--- config.mk ---
export PLATFORM = sky130hd
export DESIGN_NAME = segment_break_space_trimmer
export DESIGN_NICKNAME = d
export VERILOG_FILES = /design/src/hdl/sbst_pkg.sv /design/src/hdl/segment_break_space_trimmer.sv /design/src/hdl/sbst_cell.sv
export VERILOG_INCLUDE_DIRS = /design/src /design/src/hdl
export SDC_FILE = /design/constraint.sdc
export NUM_CORES = 1
export LEC_CHECK = 0
export ABC_AREA = 0
export BUFFER_PORTS_ARGS = -buffer_cell sky130_fd_sc_hd__buf_2
export CAP_MARGIN = 25
export CORE_MARGIN = 2
export CORE_UTILIZATION = 55
export DETAILED_ROUTE_END_ITERATION = 10
export PLACE_DENSITY_LB_ADDON = 0.2
export REMOVE_ABC_BUFFERS = 1
export SYNTH_ARGS = -nofsm -noshare
export SYNTH_HDL_FRONTEND = slang
export SYNTH_SLANG_ARGS = --single-unit
--- constraint.sdc ---
create_clock -name i_clk -period 3.9 [get_ports i_clk]
set_clock_uncertainty 0.15 [all_clocks]
set_input_delay 0.39 -clock i_clk [delete_from_list [all_inputs] [get_ports i_clk]]
set_output_delay 0.39 -clock i_clk [all_outputs]
set_load 0.01 [all_outputs]
--- src/hdl/assert_macros.svh ---
// Assertion macros used by the top-level RTL file of the blank trimmer.
`ifndef ASSERT_MACROS_SVH
`define ASSERT_MACROS_SVH

// Implication checked on every rising edge of i_clk, off while reset is held.
`define SBST_ASSERT_IMP(label, ante, cons, msg) \
    label: assert property (@(posedge i_clk) disable iff (!i_rst_n) \
        (ante) |-> (cons)) else $error(msg);

// Plain invariant checked on every rising edge of i_clk, off while reset is held.
`define SBST_ASSERT_ALWAYS(label, expr, msg) \
    label: assert property (@(posedge i_clk) disable iff (!i_rst_n) \
        (expr)) else $error(msg);

`endif

--- src/hdl/sbst_pkg.sv ---
// Package: code point constants, character classes, types for the blank trimmer.
`timescale 1ns / 1ps

package sbst_pkg;

    localparam int CP_W = 21;

    localparam logic [CP_W-1:0] CP_TAB   = 21'h00009;
    localparam logic [CP_W-1:0] CP_LF    = 21'h0000A;
    localparam logic [CP_W-1:0] CP_CR    = 21'h0000D;
    localparam logic [CP_W-1:0] CP_SPACE = 21'h00020;
    localparam logic [CP_W-1:0] CP_NEL   = 21'h00085;
    localparam logic [CP_W-1:0] CP_LS    = 21'h02028;
    localparam logic [CP_W-1:0] CP_PS    = 21'h02029;
    localparam logic [CP_W-1:0] CP_NONE  = 21'h00000;

    // held blank kind: 0 = space, 1 = tab
    localparam logic KIND_SPACE = 1'b0;
    localparam logic KIND_TAB   = 1'b1;

    typedef enum logic [2:0] {
        S_IDLE  = 3'b001,
        S_DRAIN = 3'b010,
        S_TAIL  = 3'b100
    } t_state;

    // control from the sequencer to every buffer cell
    typedef struct packed {
        logic push;   // write the cell whose index equals the fill count
        logic shift;  // every cell takes its upper neighbor's kind
        logic kind;   // kind written on push
    } t_cell_ctl;

    function automatic logic is_break_cp(input logic [CP_W-1:0] cp);
        return (cp == CP_LF) || (cp == CP_CR) || (cp == CP_NEL) ||
               (cp == CP_LS) || (cp == CP_PS);
    endfunction

    function automatic logic is_blank_cp(input logic [CP_W-1:0] cp);
        return (cp == CP_SPACE) || (cp == CP_TAB);
    endfunction

endpackage

--- src/hdl/segment_break_space_trimmer.sv ---
// Top level: segment break blank trimmer, sequencer plus a chain of blank cells.
`timescale 1ns / 1ps
//
//  channel  direction  handshake                 payload
//  -------  ---------  ------------------------  ----------------------------------------
//  in       sink       i_in_valid / o_in_stall   i_code_point, i_end_of_text
//  out      source     o_out_valid / i_out_stall o_out_code_point, o_char_valid,
//                                                o_last_of_run, o_text_done,
//                                                o_blank_overflow
//
//  An input beat is taken while the sequencer is idle. A blank that produces
//  nothing leaves the block ready again on the next cycle; a beat that produces
//  results stalls the input until they have all gone out (held blanks, then one
//  char or end marker where one is needed), set by the one-blank-per-cycle shift
//  of the cell chain into the output register while the output is not stalled.
//  Reset (synchronous, active low) clears the fill count, skip and overflow
//  flags, the sequencer and the output valid; the cell contents are not reset.
//  A stall on the output holds the output register and freezes the drain.

module segment_break_space_trimmer
    import sbst_pkg::*;
#(
    parameter int BLANK_BUFFER_DEPTH = 32
) (
    input  logic            i_clk,
    input  logic            i_rst_n,
    // input channel
    input  logic            i_in_valid,
    output logic            o_in_stall,
    input  logic [CP_W-1:0] i_code_point,
    input  logic            i_end_of_text,
    // output channel
    output logic            o_out_valid,
    input  logic            i_out_stall,
    output logic [CP_W-1:0] o_out_code_point,
    output logic            o_char_valid,
    output logic            o_last_of_run,
    output logic            o_text_done,
    output logic            o_blank_overflow
);

`include "assert_macros.svh"

    localparam int CNT_W = $clog2(BLANK_BUFFER_DEPTH + 1);
    localparam logic [CNT_W-1:0] CNT_FULL = CNT_W'(BLANK_BUFFER_DEPTH);
    localparam logic [CNT_W-1:0] CNT_ONE  = CNT_W'(1);
    localparam logic [CNT_W-1:0] CNT_ZERO = '0;

    // ---------------------------------------------------------------------
    // control state
    // ---------------------------------------------------------------------
    t_state           r_state, n_state;
    logic [CNT_W-1:0] r_count, n_count;   // held blanks in the chain
    logic             r_skip;             // swallowing blanks after a break
    logic             r_ovf;              // blank dropped since last release

    // per-beat context kept while its results go out
    logic [CP_W-1:0]  r_tail_cp;
    logic             r_tail_char;        // tail is a char, not a bare marker
    logic             r_has_tail;
    logic             r_eot;
    logic             r_ovf_snap;

    // output register
    logic             r_out_valid;
    logic [CP_W-1:0]  r_out_cp;
    logic             r_out_char;
    logic             r_out_last;
    logic             r_out_done;
    logic             r_out_ovf;

    // ---------------------------------------------------------------------
    // input decode
    // ---------------------------------------------------------------------
    logic             in_acc;
    logic             blank;
    logic             brk;
    logic             full;
    logic             push;
    logic [CNT_W-1:0] count_after;
    logic             has_char;
    logic             need_tail;
    logic             drain;
    logic             produces;
    logic             ovf_now;
    logic             out_free;
    logic             out_load;

    assign in_acc      = i_in_valid && (r_state == S_IDLE);
    assign o_in_stall  = (r_state != S_IDLE);
    assign blank       = is_blank_cp(i_code_point);
    assign brk         = is_break_cp(i_code_point);
    assign full        = (r_count == CNT_FULL);
    assign push        = in_acc && blank && !r_skip && !full;
    // break discards the held run; a pushed blank grows it
    assign count_after = push ? (r_count + CNT_ONE) : (brk ? CNT_ZERO : r_count);
    assign has_char    = !blank;
    // bare end marker only when nothing at all comes out for this beat
    assign need_tail   = has_char || (i_end_of_text && (count_after == CNT_ZERO));
    assign drain       = (count_after != CNT_ZERO) && (has_char || i_end_of_text);
    assign produces    = has_char || i_end_of_text;
    assign ovf_now     = r_ovf || (blank && !r_skip && full);

    assign out_free    = !r_out_valid || !i_out_stall;

    // ---------------------------------------------------------------------
    // blank cell chain
    // ---------------------------------------------------------------------
    t_cell_ctl                     cell_ctl;
    logic [BLANK_BUFFER_DEPTH-1:0] cell_kind;
    logic                          drain_beat;
    logic                          tail_beat;

    assign drain_beat     = (r_state == S_DRAIN) && out_free;
    assign tail_beat      = (r_state == S_TAIL) && out_free;
    assign out_load       = drain_beat || tail_beat;

    assign cell_ctl.push  = push;
    assign cell_ctl.shift = drain_beat;
    assign cell_ctl.kind  = (i_code_point == CP_TAB) ? KIND_TAB : KIND_SPACE;

    genvar gi;
    generate
        for (gi = 0; gi < BLANK_BUFFER_DEPTH; gi++) begin : g_cell
            logic next_kind;
            if (gi == BLANK_BUFFER_DEPTH - 1) begin : g_end
                assign next_kind = KIND_SPACE;
            end else begin : g_mid
                assign next_kind = cell_kind[gi+1];
            end
            sbst_cell #(
                .CNT_W (CNT_W),
                .IDX   (gi)
            ) u_cell (
                .i_clk       (i_clk),
                .i_ctl       (cell_ctl),
                .i_count     (r_count),
                .i_next_kind (next_kind),
                .o_kind      (cell_kind[gi])
            );
        end
    endgenerate

    // ---------------------------------------------------------------------
    // sequencer
    // ---------------------------------------------------------------------
    always_comb begin
        n_state = r_state;
        n_count = r_count;
        unique case (r_state)
            S_IDLE: begin
                if (in_acc) begin
                    n_count = count_after;
                    if (drain) begin
                        n_state = S_DRAIN;
                    end else if (need_tail) begin
                        n_state = S_TAIL;
                    end
                end
            end
            S_DRAIN: begin
                if (out_free) begin
                    n_count = r_count - CNT_ONE;
                    if (r_count == CNT_ONE) begin
                        n_state = r_has_tail ? S_TAIL : S_IDLE;
                    end
                end
            end
            S_TAIL: begin
                if (out_free) begin
                    n_state = S_IDLE;
                end
            end
            default: begin
                n_state = S_IDLE;
            end
        endcase
    end

    always_ff @(posedge i_clk) begin
        if (!i_rst_n) begin
            r_state <= S_IDLE;
            r_count <= CNT_ZERO;
            r_skip  <= 1'b0;
            r_ovf   <= 1'b0;
        end else begin
            r_state <= n_state;
            r_count <= n_count;
            if (in_acc) begin
                if (i_end_of_text || has_char) begin
                    r_skip <= brk && !i_end_of_text;
                end
                r_ovf <= produces ? 1'b0 : ovf_now;
            end
        end
    end

    // beat context, no reset needed
    always_ff @(posedge i_clk) begin
        if (in_acc) begin
            r_tail_cp   <= brk ? CP_LF : (has_char ? i_code_point : CP_NONE);
            r_tail_char <= has_char;
            r_has_tail  <= need_tail;
            r_eot       <= i_end_of_text;
            r_ovf_snap  <= ovf_now;
        end
    end

    // ---------------------------------------------------------------------
    // output register
    // ---------------------------------------------------------------------
    always_ff @(posedge i_clk) begin
        if (!i_rst_n) begin
            r_out_valid <= 1'b0;
        end else if (out_load) begin
            r_out_valid <= 1'b1;
        end else if (!i_out_stall) begin
            r_out_valid <= 1'b0;
        end
    end

    always_ff @(posedge i_clk) begin
        if (drain_beat) begin
            r_out_cp   <= (cell_kind[0] == KIND_TAB) ? CP_TAB : CP_SPACE;
            r_out_char <= 1'b1;
            r_out_last <= (r_count == CNT_ONE) && !r_has_tail;
            r_out_done <= (r_count == CNT_ONE) && !r_has_tail && r_eot;
            r_out_ovf  <= r_ovf_snap;
        end else if (tail_beat) begin
            r_out_cp   <= r_tail_cp;
            r_out_char <= r_tail_char;
            r_out_last <= 1'b1;
            r_out_done <= r_eot;
            r_out_ovf  <= r_ovf_snap;
        end
    end

    assign o_out_valid      = r_out_valid;
    assign o_out_code_point = r_out_cp;
    assign o_char_valid     = r_out_char;
    assign o_last_of_run    = r_out_last;
    assign o_text_done      = r_out_done;
    assign o_blank_overflow = r_out_ovf;

    // ---------------------------------------------------------------------
    // assertions
    // ---------------------------------------------------------------------
    `SBST_ASSERT_ALWAYS(a_count_bound, r_count <= CNT_FULL,
        "held blank count beyond buffer depth")
    `SBST_ASSERT_IMP(a_skip_empty, r_skip, r_count == CNT_ZERO,
        "blanks held while skipping after a break")
    `SBST_ASSERT_IMP(a_drain_nonempty, r_state == S_DRAIN, r_count != CNT_ZERO,
        "drain state with an empty blank chain")
    `SBST_ASSERT_IMP(a_done_is_last, r_out_valid && r_out_done, r_out_last,
        "end of text flagged on a result that is not last of its beat")

endmodule

--- src/hdl/sbst_cell.sv ---
// One cell of the held-blank shift chain: stores the kind of one held blank.
`timescale 1ns / 1ps

module sbst_cell
    import sbst_pkg::*;
#(
    parameter int CNT_W = 6,
    parameter int IDX   = 0
) (
    input  logic             i_clk,
    input  t_cell_ctl        i_ctl,
    input  logic [CNT_W-1:0] i_count,
    input  logic             i_next_kind,
    output logic             o_kind
);

    logic r_kind;

    // shift toward cell 0 on release; append at the fill position on push
    always_ff @(posedge i_clk) begin
        if (i_ctl.shift) begin
            r_kind <= i_next_kind;
        end else if (i_ctl.push && (i_count == CNT_W'(IDX))) begin
            r_kind <= i_ctl.kind;
        end
    end

    assign o_kind = r_kind;

endmodule
[After elaboration in Yosys (flattened, before gate mapping)]
Index checks and enable logic that the tools add are counted.
W data, S select, Z words.
Operators by class
  mux-type cells: 89
  reductions and logical operators: 102
  $add $sub $neg: 2
  equality and inequality tests: 49
Operators with widths (number)
  $eq A6 B5 Y1 const B: 16
  $mux W1: 72
  $reduce_bool A2 Y1: 33
  $eq A21 B4 Y1 const B: 3
  $eq A6 B4 Y1 const B: 8
  $logic_and A1 B1 Y1: 45
  $eq A21 B14 Y1 const B: 2
  $mux W21: 2
  $mux W6: 5
  $eq A6 B3 Y1 const B: 4
  $eq A21 B6 Y1 const B: 1
  $eq A21 B8 Y1 const B: 1
  $mux W3: 7
  $eq A6 B2 Y1 const B: 2
  $logic_not A6 Y1: 2
  $pmux W6 S2: 1
  $logic_or A1 B1 Y1: 10
  $pmux W3 S3: 1
  $logic_not A1 Y1: 7
  $add A6 B1 Y6 const B: 1
  $eq A6 B1 Y1 const B: 1
  $eq A6 B6 Y1 const B: 1
  $ne A2 B2 Y1 const B: 3
  $reduce_bool A6 Y1: 1
  12 further kinds: 13
Word-level totals
  output and inout port bits: 27
  register bits: 94
  word-level logic and storage cells: 290
  input port bits: 26

[Longest topological paths before layout]
  depth in word-level cells: 14
  depth in mapped cells: 8
  mapped depth without buffers: 7

[Cells and area by module]
A second synthesis with hierarchy kept.
Second synthesis, totals
  cells, all modules: 435
  area total of the unflattened synthesis: 5067.4 µm²
Modules (own cells, without submodules)
  segment_break_space_trimmer: cells an instance 270, area each 2946.6 µm², sequential area each 1731.7 µm², instances 1
  sbst_cell at g_cell[10].u_cell ...: cells an instance 5, area each 63.8 µm², sequential area each 30.0 µm², instances 10
  sbst_cell at g_cell[17].u_cell ...: cells an instance 5, area each 70.1 µm², sequential area each 30.0 µm², instances 4
  sbst_cell at g_cell[23].u_cell ...: cells an instance 6, area each 70.1 µm², sequential area each 30.0 µm², instances 4
  sbst_cell at g_cell[1].u_cell ...: cells an instance 5, area each 68.8 µm², sequential area each 30.0 µm², instances 4
  sbst_cell at g_cell[21].u_cell ...: cells an instance 5, area each 65.1 µm², sequential area each 30.0 µm², instances 4
  sbst_cell at g_cell[12].u_cell ...: cells an instance 5, area each 67.6 µm², sequential area each 30.0 µm², instances 2
  sbst_cell at g_cell[31].u_cell: cells an instance 6, area each 67.6 µm², sequential area each 30.0 µm², instances 1
  sbst_cell at g_cell[15].u_cell: cells an instance 5, area each 62.6 µm², sequential area each 30.0 µm², instances 1
  sbst_cell at g_cell[16].u_cell: cells an instance 5, area each 61.3 µm², sequential area each 30.0 µm², instances 1
  sbst_cell at g_cell[0].u_cell: cells an instance 5, area each 60.1 µm², sequential area each 30.0 µm², instances 1

[Least setup slack after synthesis]
OpenSTA, ideal clock, no wires.
  path type: input -> register
  from: input port i_out_stall
  to: register r_out_ovf (netlist: o_blank_overflow), enable pin
  required time: 3312 ps
  stages: 3
  arrival: 2442 ps
  slack: 870 ps
  setup time: 438 ps
  buffers on the path: 1
  cell sequence: and2_1 -> clkbuf_1 -> nor3_1
Between the ends
  longest elaborated chain between the ends: 4
  elaborated cells between the ends (all ways): 5
  those cells by class: reduce/logical (5)
Ends and longest elaborated chain
  from (decl): RTL line segment_break_space_trimmer.sv:34  | input logic i_out_stall,
  $logic_not A1 Y1 (*)
  $logic_or A1 B1 Y1 (*): RTL line segment_break_space_trimmer.sv:104  | assign out_free = !r_out_valid || !i_out_stall;
  $logic_and A1 B1 Y1 (on tied branches): RTL line segment_break_space_trimmer.sv:114, segment_break_space_trimmer.sv:115
  $reduce_bool A2 Y1 (no source line) (*)
  to (signal assigned): RTL line segment_break_space_trimmer.sv:228  | r_out_ovf <= r_ovf_snap;
  to (signal assigned): RTL line segment_break_space_trimmer.sv:234  | r_out_ovf <= r_ovf_snap;
  to (decl): RTL line segment_break_space_trimmer.sv:70  | logic r_out_ovf;
Mark *: on every way between the ends. The rest lies on a longest branch, timed or not.
A chain may end at the register's enable or synchronous reset.

[Worst setup path in the final report]
  from: register r_state[0]
  to: register r_has_tail, data pin
Between the ends
  longest elaborated chain between the ends: 9
Ends and longest elaborated chain
  from (decl): RTL line segment_break_space_trimmer.sv:52  | t_state r_state, n_state;
  from (signal assigned): RTL line segment_break_space_trimmer.sv:187  | r_state <= n_state;
  $eq A3 B1 Y1: RTL line segment_break_space_trimmer.sv:89  | assign in_acc = i_in_valid && (r_state == S_IDLE);
  $logic_and A1 B1 Y1: RTL line segment_break_space_trimmer.sv:89
  $logic_and A1 B1 Y1 (3 in a row): RTL line segment_break_space_trimmer.sv:94  | assign push = in_acc && blank && !r_skip && !full;
  $mux W6: RTL line segment_break_space_trimmer.sv:96  | assign count_after = push ? (r_count + CNT_ONE) : (brk ? CNT_ZERO : r_count);
  $logic_not A6 Y1: RTL line segment_break_space_trimmer.sv:99  | assign need_tail = has_char || (i_end_of_text && (count_after == CNT_ZERO));
  $logic_and A1 B1 Y1: RTL line segment_break_space_trimmer.sv:99
  $logic_or A1 B1 Y1: RTL line segment_break_space_trimmer.sv:99
  via need_tail: RTL line segment_break_space_trimmer.sv:82  | logic need_tail;
  to (signal assigned): RTL line segment_break_space_trimmer.sv:203  | r_has_tail <= need_tail;
  to (decl): RTL line segment_break_space_trimmer.sv:60  | logic r_has_tail;
The timed path passes the listed nets, and every way through them passes these cells.

==> impl_metrics.ini <==
[detailed_routing]
ant_nets = 0
post_drt_via_cell_ratio = 6.002
drt-total-wl_um = 9123
drt_pass1_iterations = 5
drt_drc_violations_left = 0
wire_per_inst_um = 17.05
vias = 3211
drt-initial-drc-count = 220

[power]
p_total_uw = 1841
power_density_mw_per_mm2 = 370.5
ir_worst_vdd_uv = 158.2
p_leak_uw = 0.002037

[critical_path]
required_ps = 3880
cp-end-kind = register
cp_max_fo = 11
cp.arrival_ps = 2620
crit_path_start_kind = register
crit_type = reg2reg

[sta]
fin_hold_ws_ps = 61.07
hold_viol_final = 0
fin_setup_tns_ps = 0
setup-violations-final = 0
fmaxAchievable_ghz = 0.3788
worst_pin_slew_ps = 741.5
drv_slew = 0
rsz0062_at_grt = false
fin_crit_sh = 0.6768
fin_crit_ps = 2640
relSlewSlack = 0.5019

[place]
dpl_cell_area_mm2 = 0.004780
dp_hpwl_um = 6185
gp_congestion = 0.8890
port_buffers = 52

[synth]
ys_seq_area_frac = 0.5962
synth_area_leader_cell = edfxtp_1
synthAdderAreaFrac = 0.01390
synth-compound-area-share = 0.1819
synth_area_leaders = edfxtp_1 53%, dfxtp_1 6.2%, a21o_1 5.5%
muxShareOfSynthArea = 0.004449
ys.flop_type = edfxtp_1
ys_async_sr_fraction = 0
ys_top_cells_by_count = 80 x edfxtp_1, 37 x o21ai_0, 33 x a21o_1, 32 x clkbuf_1, 26 x nand2_1
ys_seq_elements = 94
synth-edff-count = 80
synth_most_common_cell = edfxtp_1
yosys.area_share.simple = 0.1541
yosys_warnings = 0
netlist_instances = 398
synth_cell_types = 59
syn_area_mm2 = 0.004499
synth_top_area_frac = 0.5339
avgSynthCellArea_um2 = 11.30
synth_top_family_by_area = compound AO/OA/AOI/OAI gates
synth_xor_area_frac = 0.003893

[die]
rows = 32
die_h_um = 94.45
dieArea_mm2 = 0.008920
die_width_um = 94.45
num_io_pins = 53
core_mm2 = 0.007807
start_util = 0.5763

[clocking]
clk_latency_ps = 360
holdBufCountCts = 0
cts_root_buffer = clkbuf_8
clk_pin_slew_ps = 90
cts_buffer_depth = 2
post_cts_resized = 0
htree_levels = 3
cts_made_buffers = 9
clock-sinks = 94
cts_tree = built
postCtsSetupBuffers = 0

[global_route]
grt_pass1_vias = 2988
grt_usage = 0.2181
antenna_found_initial = 0
grt_start_max_net_pins = 37
overflow = 0
grt_pass1_wl_um = 14840

[final_layout]
diodes = 0
layout.nets = 459
post-route-cell-area_mm2 = 0.004970
area_growth_pct = 10.46
layout-drive-gt1-share = 0.2125

[status]
status = complete, no violations

[hold_path]
hold_path_class = in2reg

[run]
cap_violations = 0
per-stage QoR:
step | util | setup slack (ps) | cells
final | 0.6365 | 1260 | 535
after global routing | 0.6365 | 998.0 | 535
after CTS | 0.6365 | 1290 | 535
after detailed placement | 0.6122 | 1074 | 519
after global placement | 0.6122 | 1161 | 519
after floorplan | - | -576.4 | 359
flip-flops by register name (all words and copies together), names as in the netlist, 3 cells and up:
| register | count |
|---|---|
| g_cell.u_cell.o_kind | 32 |
| o_out_code_point | 21 |
| r_count | 6 |
| r_state | 3 |
| r_tail_cp | 21 |
worst max-delay path, cell delays in order, from the launching register on:
cell       delay, ps
dfxtp_1          540
nand4bb_1        350
a31oi_1          380
and3_1           390
mux2i_1          250
o21ai_2           90
a41o_1           250
metal layers:
metal / up-vias / GRT usage / wire length (um)
met4: 0 / 0.08213 / 130
met2: 109 / 0.3375 / 4243
met1: 1561 / 0.3059 / 4218
met3: 16 / 0.04469 / 530
met5: - / 0 / 0
li1: 1525 / - / -
logic make-up (layout without fill, tap and decap cells):
kind of cell | after synthesis | after routing
fa+ha+maj | 5 | 5
simple gates | 121 | 121
flops | 94 | 94
compound gates | 126 | 126
xor+xnor | 2 | 2
mux | 2 | 2
buf+inv | 48 | 83
report_power, final:
part	internal [uW]	leakage [uW]	switching (uW)
Sequential	1110	0.000876	8.44
Combinational	35.0	0.00107	50.1
Clock	298	0.0000916	340
final timing paths:
| kind | cells past startpoint | slack (ps) | end | start |
|---|---|---|---|---|
| setup / recovery | 6 | 1260 | r_has_tail$_DFFE_PP_ | r_state[0]$_SDFFE_PN1P_ |
| hold / removal | 1 | 60 | r_tail_cp[8]$_SDFFCE_PP0P_ | i_code_point[8] |
| setup reg to reg | 6 | 1260 | r_has_tail$_DFFE_PP_ | r_state[0]$_SDFFE_PN1P_ |
| hold reg to reg | 0 | 290 | o_blank_overflow$_DFFE_PP_ | r_ovf_snap$_DFFE_PP_ |
layout make-up:
cell class,instances,area [um^2]
inverters,9,33.78
flip-flops and latches,94,2683
fillers,622,2838
well taps,102,127.6
multi-input cells,256,1630
clock buffers,11,131.4
clock inverters,5,58.81
repair buffers,58,305.3
cells in the final DEF, fill, tap and decap left out, types with 5 or more instances in the layout:
cell type	instances
buf_4	6
nand2_1	26
nor2_1	13
buf_2	52
a31oi_1	5
nor2b_1	24
nand3_1	6
and3_1	5
nor3_1	7
inv_1	9
ha_1	5
dfxtp_1	14
a21o_1	33
o21ai_0	37
clkbuf_8	9
o21ai_1	13
a21oi_1	13
edfxtp_1	80
and2_1	5
Power figures use the tool's default switching activity.
